`config.mk`:
```
export PLATFORM = sky130hd
export DESIGN_NAME = cigp_back
export DESIGN_NICKNAME = d
export VERILOG_FILES = /design/src/rtl/cigp_pkg.sv /design/src/rtl/cigp_div.sv /design/src/rtl/cigp_back.sv
export VERILOG_INCLUDE_DIRS = /design/src /design/src/rtl
export SDC_FILE = /design/constraint.sdc
export NUM_CORES = 2
export LEC_CHECK = 0
export BUFFER_PORTS_ARGS = -buffer_cell sky130_fd_sc_hd__buf_2
export CORE_MARGIN = 1.5
export CORE_UTILIZATION = 62
export CTS_CLUSTER_DIAMETER = 80
export DETAILED_ROUTE_END_ITERATION = 6
export HOLD_SLACK_MARGIN = 0.08
export PLACE_DENSITY = 0.8
export RECOVER_POWER = 100
export SLEW_MARGIN = 20
export SYNTH_ARGS = -nofsm -noshare
export SYNTH_HDL_FRONTEND = slang
export SYNTH_SLANG_ARGS = --single-unit
```
`constraint.sdc`:
```
create_clock -name clk -period 26.7 [get_ports clk]
set_input_delay 1.335 -clock clk [delete_from_list [all_inputs] [get_ports clk]]
set_output_delay 1.335 -clock clk [all_outputs]
set_load 0.01 [all_outputs]
```
`src/rtl/assert_macros.svh`:
```
// Assertion helpers shared by the RTL modules
`ifndef ASSERT_MACROS_SVH
`define ASSERT_MACROS_SVH
// Property holds at every clock edge outside reset
`define ASSERT_CLK(lbl, clk, rst_n, prop, msg) \
  lbl: assert property (@(posedge clk) disable iff (!rst_n) prop) else $error(msg);
// Condition never occurs outside reset
`define ASSERT_NEVER(lbl, clk, rst_n, cond, msg) \
  lbl: assert property (@(posedge clk) disable iff (!rst_n) !(cond)) else $error(msg);
`endif

```
`src/rtl/cigp_pkg.sv`:
```
// ----------------------------------------------------------------------------
// cigp_pkg
// Shared types and constants of the intrinsics to clip matrix block.
// ----------------------------------------------------------------------------
package cigp_pkg;
  localparam int NUM_W       = 72;   // dividend width, even for two bits a step
  localparam int DEN_W       = 31;
  localparam int DIV_STEPS   = NUM_W / 2;
  localparam int QUEUE_DEPTH = 2;
  localparam int NJOBS       = 6;

  // division slots
  localparam int J_M0  = 0;
  localparam int J_M5  = 1;
  localparam int J_M8  = 2;
  localparam int J_M9  = 3;
  localparam int J_M10 = 4;
  localparam int J_M14 = 5;

  // register indexes
  localparam logic [1:0] REG_NEAR   = 2'd0;
  localparam logic [1:0] REG_FAR    = 2'd1;
  localparam logic [1:0] REG_INVERT = 2'd2;

  localparam logic [31:0] MINUS_ONE_Q24 = 32'hFF00_0000;

  typedef struct packed {
    logic             neg;
    logic [NUM_W-1:0] num;
    logic [DEN_W-1:0] den;
  } job_t;

  typedef struct packed {
    job_t [NJOBS-1:0] jobs;
  } req_t;
endpackage

```
`src/rtl/cigp_div.sv`:
```
// ----------------------------------------------------------------------------
// cigp_div
// Restoring divider, two quotient bits a cycle, with rounding to nearest
// (ties away) and signed saturation to 32 bits.
// ----------------------------------------------------------------------------
module cigp_div (
  input  logic                       clk,
  input  logic                       rst_n,
  input  logic                       start,
  input  cigp_pkg::job_t             job,
  output logic                       done,
  output logic [31:0]                value
);
  localparam int SW = $clog2(cigp_pkg::DIV_STEPS + 1);

  logic [cigp_pkg::NUM_W-1:0] q_r, q_nxt;
  logic [32:0]                rem_r, rem_nxt, r1, r2;
  logic [cigp_pkg::DEN_W-1:0] den_r;
  logic                       neg_r, zero_r;
  logic [SW-1:0]              cnt_r;
  logic                       b1, b2, big, rnd;
  logic [32:0]                qr;

  // two dependent subtract steps
  always_comb begin
    r1 = {rem_r[31:0], q_r[cigp_pkg::NUM_W-1]};
    b1 = r1 >= 33'(den_r);
    if (b1) r1 = r1 - 33'(den_r);
    r2 = {r1[31:0], q_r[cigp_pkg::NUM_W-2]};
    b2 = r2 >= 33'(den_r);
    if (b2) r2 = r2 - 33'(den_r);
    rem_nxt = r2;
    q_nxt   = {q_r[cigp_pkg::NUM_W-3:0], b1, b2};
  end

  always_ff @(posedge clk) begin
    if (!rst_n) begin
      cnt_r <= SW'(cigp_pkg::DIV_STEPS);
    end else if (start) begin
      cnt_r <= '0;
    end else if (!done) begin
      cnt_r <= cnt_r + 1'b1;
    end
    if (start) begin
      q_r    <= job.num;
      rem_r  <= '0;
      den_r  <= job.den;
      neg_r  <= job.neg && (job.num != '0);
      zero_r <= job.den == '0;
    end else if (!done) begin
      q_r   <= q_nxt;
      rem_r <= rem_nxt;
    end
  end

  assign done = cnt_r == SW'(cigp_pkg::DIV_STEPS);

  // round and saturate
  always_comb begin
    big = |q_r[cigp_pkg::NUM_W-1:32];
    rnd = {rem_r[31:0], 1'b0} >= 33'(den_r);
    qr  = 33'(q_r[31:0]) + 33'(rnd);
    if (zero_r) begin
      value = neg_r ? 32'h8000_0000 : 32'h7FFF_FFFF;
    end else if (neg_r) begin
      value = (big || qr > 33'h0_8000_0000) ? 32'h8000_0000 : 32'(33'd0 - qr);
    end else begin
      value = (big || qr > 33'h0_7FFF_FFFF) ? 32'h7FFF_FFFF : qr[31:0];
    end
  end
endmodule

```
`src/rtl/cigp_back.sv`:
```
// ----------------------------------------------------------------------------
// cigp_back
// Runs six dividers per request and streams the sixteen matrix elements
// through an output register.
// ----------------------------------------------------------------------------
module cigp_back (
  input  logic            clk,
  input  logic            rst_n,
  input  cigp_pkg::req_t  q_data,
  input  logic            q_valid,
  output logic            q_pop,
  output logic [31:0]     out_tdata,
  output logic [3:0]      out_tuser,
  output logic            out_tlast,
  output logic            out_tvalid,
  input  logic            out_tready
);
  logic                       div_busy_r, emit_busy_r, out_v_r;
  logic [cigp_pkg::NJOBS-1:0] done;
  logic [31:0]                val [cigp_pkg::NJOBS];
  logic [31:0]                m_r [cigp_pkg::NJOBS];
  logic [3:0]                 idx_r;
  logic                       cap, adv;
  logic [31:0]                elem;
  logic [31:0]                data_r;
  logic [3:0]                 user_r;
  logic                       last_r;

  assign q_pop = q_valid && !div_busy_r;
  assign cap   = div_busy_r && (&done) && !emit_busy_r;
  assign adv   = emit_busy_r && (!out_v_r || out_tready);

  for (genvar g = 0; g < cigp_pkg::NJOBS; g++) begin : g_div
    cigp_div u_div (
      .clk   (clk),
      .rst_n (rst_n),
      .start (q_pop),
      .job   (q_data.jobs[g]),
      .done  (done[g]),
      .value (val[g])
    );
  end

  // element select
  always_comb begin
    case (idx_r)
      4'd0:    elem = m_r[cigp_pkg::J_M0];
      4'd5:    elem = m_r[cigp_pkg::J_M5];
      4'd8:    elem = m_r[cigp_pkg::J_M8];
      4'd9:    elem = m_r[cigp_pkg::J_M9];
      4'd10:   elem = m_r[cigp_pkg::J_M10];
      4'd11:   elem = cigp_pkg::MINUS_ONE_Q24;
      4'd14:   elem = m_r[cigp_pkg::J_M14];
      default: elem = '0;
    endcase
  end

  always_ff @(posedge clk) begin
    if (!rst_n) begin
      div_busy_r  <= 1'b0;
      emit_busy_r <= 1'b0;
      out_v_r     <= 1'b0;
      idx_r       <= '0;
    end else begin
      if (q_pop) div_busy_r <= 1'b1;
      else if (cap) div_busy_r <= 1'b0;
      if (cap) begin
        emit_busy_r <= 1'b1;
        idx_r       <= '0;
      end else if (adv) begin
        idx_r <= idx_r + 1'b1;
        if (idx_r == 4'd15) emit_busy_r <= 1'b0;
      end
      if (adv) out_v_r <= 1'b1;
      else if (out_tready) out_v_r <= 1'b0;
    end
    if (cap) begin
      for (int i = 0; i < cigp_pkg::NJOBS; i++) m_r[i] <= val[i];
    end
    if (adv) begin
      data_r <= elem;
      user_r <= idx_r;
      last_r <= idx_r == 4'd15;
    end
  end

  assign out_tdata  = data_r;
  assign out_tuser  = user_r;
  assign out_tlast  = last_r;
  assign out_tvalid = out_v_r;

`include "assert_macros.svh"
  `ASSERT_NEVER(a_cap_emit, clk, rst_n, cap && emit_busy_r, "capture while emitting")
  `ASSERT_NEVER(a_pop_busy, clk, rst_n, q_pop && div_busy_r, "start on busy dividers")
endmodule

```
==> impl_metrics.env <==
export IMPL_grt_pass1_vias=70500
export IMPL_slowest_delay_ns=5.28
export IMPL_area_growth_syn_to_layout_pct=9.79
export IMPL_rsz0062_at_grt="false"
export IMPL_fin_crit_ns=14.11
export IMPL_tightest_slew_ns=10.24
export IMPL_crit_top_cell="clkbuf_1"
export IMPL_dieWidth_um=362
export IMPL_final_max_slew_viol_count=2119
export IMPL_place_congestion=0.989
export IMPL_synth_flop_cell="edfxtp_1"
export IMPL_swShare_pct=46.6
export IMPL_fillCellCount=10500
export IMPL_vdd_ir_drop_max_uv=128
export IMPL_drcViolationCount=1
export IMPL_grt_antenna_before_repair=27
export IMPL_r2r_cells=4
export IMPL_finalSetupViolations=0
export IMPL_layout_setup_ws_ns=12.59
export IMPL_internal_power_w=0.00603
export IMPL_hpwl_mm=191
export IMPL_leakage_nw=36.3
export IMPL_ios=667
export IMPL_cap_violations=29
export IMPL_p_comb_share_pct=61.3
export IMPL_grt_pass1_wl_mm=389
export IMPL_whs_ns=0.475
export IMPL_syn_nets=10500
export IMPL_cp_max_fo=167
export IMPL_final_cells=11600
export IMPL_holdCritPathClass="reg -> reg"
export IMPL_synthDistinctLibCells=110
export IMPL_fp_row_count=131
export IMPL_clk_path_buf_depth=3
export IMPL_num_vias=75900
export IMPL_clk_latency_ns=0.76
export IMPL_postRouteAntennaNets=0
export IMPL_cp_required_ns=26.47
export IMPL_report_final_hold_viol_count=0
export IMPL_async_flop_share_pct=0
export IMPL_avgSynthCellArea_um2=8.44
export IMPL_crit_chain="buf_2 -> nand2b_1 -> clkbuf_1 -> clkbuf_1 -> nand2_1"
export IMPL_cts_buffers=121
export IMPL_r2r_start="div_busy_r"
export IMPL_place_worst_setup_slack_ns=18.76
export IMPL_grt_total_usage_pct=37.3
export IMPL_clock_skew_final_ns=0.0280
export IMPL_seq_power_share_pct=23.3
export IMPL_powerDensity_nw_per_um2=129
export IMPL_netlist_area_um2=79800
export IMPL_ctsResizeCount=0
export IMPL_worstSetupStartpointType="input port"
export IMPL_failed_checks="DRC, capacitance limit, slew limit"
export IMPL_status="finished, violations left"
export IMPL_path_clk_slew_ns=0.07
export IMPL_vias_per_cell=6.53
export IMPL_die_y_um=362
export IMPL_wl_per_cell_um=21.9
export IMPL_whs_path_depth=2
export IMPL_crit_path_end_kind="flip-flop"
export IMPL_synth_warnings=0
export IMPL_drtIter0Drc=9566
export IMPL_fmax_mhz=70.9
export IMPL_portBuffers=666
export IMPL_cts_root_buf="clkbuf_16"
export IMPL_fin_tns_setup_ns=0
export IMPL_synth_seq_cells=1094
export IMPL_grt_max_degree=198
export IMPL_final_cell_mix="nand2_1, edfxtp_1, o21ai_0, a21oi_1, buf_2"
export IMPL_die_area_um2=131000
export IMPL_cts_tree="yes"
export IMPL_dr_pass1_iters=7
export IMPL_reg2reg_to="g_div[0].u_div.q_r[41]"
export IMPL_final_common_cell="nand2_1"
export IMPL_min_to="g_div[2].u_div.rem_r[1]"
export IMPL_power_w=0.0113
export IMPL_core_um2=128000
export IMPL_crit_family="buffers and inverters"
export IMPL_critPathKind="in -> reg"
export IMPL_power_frac_clock_pct=15.4
export IMPL_drive_above_1_share_pct=8.43
export IMPL_hp_start="g_div[2].u_div.rem_r[1]"
export IMPL_yosysSeqAreaShare_pct=38.2
export IMPL_synth_edf_count=859
export IMPL_nNetsFinal=10900
export IMPL_hold_buffers=0
export IMPL_overflow=0
export IMPL_clock_sinks=1094
export IMPL_drt_total_wl_mm=254
export IMPL_place_inst=11400
export IMPL_r2r_setup_slack_ns=12.82
export IMPL_cp_slowest_cell="clkbuf_1"
export IMPL_fin_crit_sh_pct=52.9
export IMPL_critPathArrivalTime_ns=13.88
export IMPL_postSynthCellCount=9455
export IMPL_cts_max_level=3
export IMPL_slew_headroom_pct=-583
export IMPL_crit_buf_inv=3
export IMPL_start_util_pct=62.5
export IMPL_switchingPower_w=0.00526
export IMPL_cts_setup_buffers=0
## per-layer routing
metal  vias to the layer above  GRT usage, %  part of all wire, %
li1                      35400             -                    -
met1                     35900          49.5                   40
met2                      3917          58.8                   45
met3                       657          7.18                  9.6
met4                        20          17.6                  5.2
met5                         -             0                0.065
## registers in the layout, indices dropped and copies added, names as in the netlist
name	flops
g_div.u_div.rem_r	192
m_r	192
out_tuser	4
out_tdata	32
emit_busy_r	1
g_div.u_div.cnt_r	36
idx_r	4
g_div.u_div.zero_r	6
g_div.u_div.den_r	186
div_busy_r	1
out_tvalid	1
g_div.u_div.q_r	432
g_div.u_div.neg_r	6
out_tlast	1
## worst reg2reg max path: cells and delay by family (launching register included)
kind / cells / cell delay, ns
flip-flops: 1 / 0.34
AND/OR/NAND/NOR: 2 / 4.62
buffers and inverters: 2 / 7.89
## cells by family after synthesis
group / synth area share [%]
and+or+nand+nor: 22.8
AOI/OAI and AO/OA: 19.5
DFF: 38.2
buffers and inverters: 4.28
xor gates and xnor gates: 6.14
adders and majority gates: 6.76
muxes: 2.32
## Yosys cell counts (50+ instances only)
cell type     n  area share (%)
a21oi_1     649             4.1
o21ai_0     685             4.3
dfxtp_1     235             5.9
nand4_1     179             1.4
inv_1       402             1.9
nor3_1      190             1.2
o21bai_1     70            0.66
clkbuf_1    397             1.9
a31oi_1      92            0.72
mux2i_1     152             1.9
nor2b_1      79            0.62
xor2_1      231             2.5
o21a_1       50            0.47
xnor2_1     328             3.6
nor2_1      466             2.2
edfxtp_1    859              32
nand2b_1     63            0.49
and2_1       59            0.46
and3_1      131             1.0
nand2_1    1823             8.6
a22oi_1     153             1.4
nand3_1     339             2.1
nor4_1      269             2.1
a211oi_1     65            0.61
ha_1        412             6.5
a21o_1      266             2.5
## per-stage QoR
| step | instance area [um^2] | util, % |
|---|---|---|
| after global routing | 87600 | 68.6 |
| after global placement | 84000 | 65.8 |
| after floorplan | 79800 | - |
| after detailed placement | 84000 | 65.8 |
| final | 87600 | 68.6 |
| after CTS | 88100 | 69.0 |
## power groups by stage
stage | Clock [W] | Sequential (W) | Combinational (W)
after floorplan | 0 | 0.00246 | 0.00528
after global placement | 0 | 0.00262 | 0.00653
after detailed placement | 0 | 0.00263 | 0.00670
after CTS | 0.00175 | 0.00260 | 0.00675
after global routing | 0.00181 | 0.00267 | 0.00758
final | 0.00174 | 0.00263 | 0.00692
## cell type report
type,instances,area (um^2),area share [%]
inverter,403,1520,1.73
clock buffer,155,3290,3.75
clock inverter,75,806,0.920
timing repair buffer,732,3480,3.98
sequential,1094,30500,34.8
multi-input combinational,7477,45900,52.4
antenna,19,47.5,0.0543
tap,1662,2080,2.37
## worst max path at each step
| stage | endpoint | start | depth (start not counted) | slack, ns |
|---|---|---|---|---|
| finish | g_div[0].u_div.q_r[41] | q_valid | 5 | 12.59 |
| global route | g_div[0].u_div.q_r[38] | q_valid | 5 | 11.55 |
| CTS | g_div[2].u_div.rem_r[31] | g_div[2].u_div.den_r[4] | 22 | 18.76 |
| detailed placement | g_div[2].u_div.rem_r[31] | g_div[2].u_div.den_r[4] | 22 | 18.76 |
| global placement | g_div[2].u_div.rem_r[31] | g_div[2].u_div.den_r[4] | 22 | 18.90 |
| floorplan | div_busy_r | g_div[0].u_div.cnt_r[0] | 9 | 5.99 |
(Power assumes the default switching activity.)
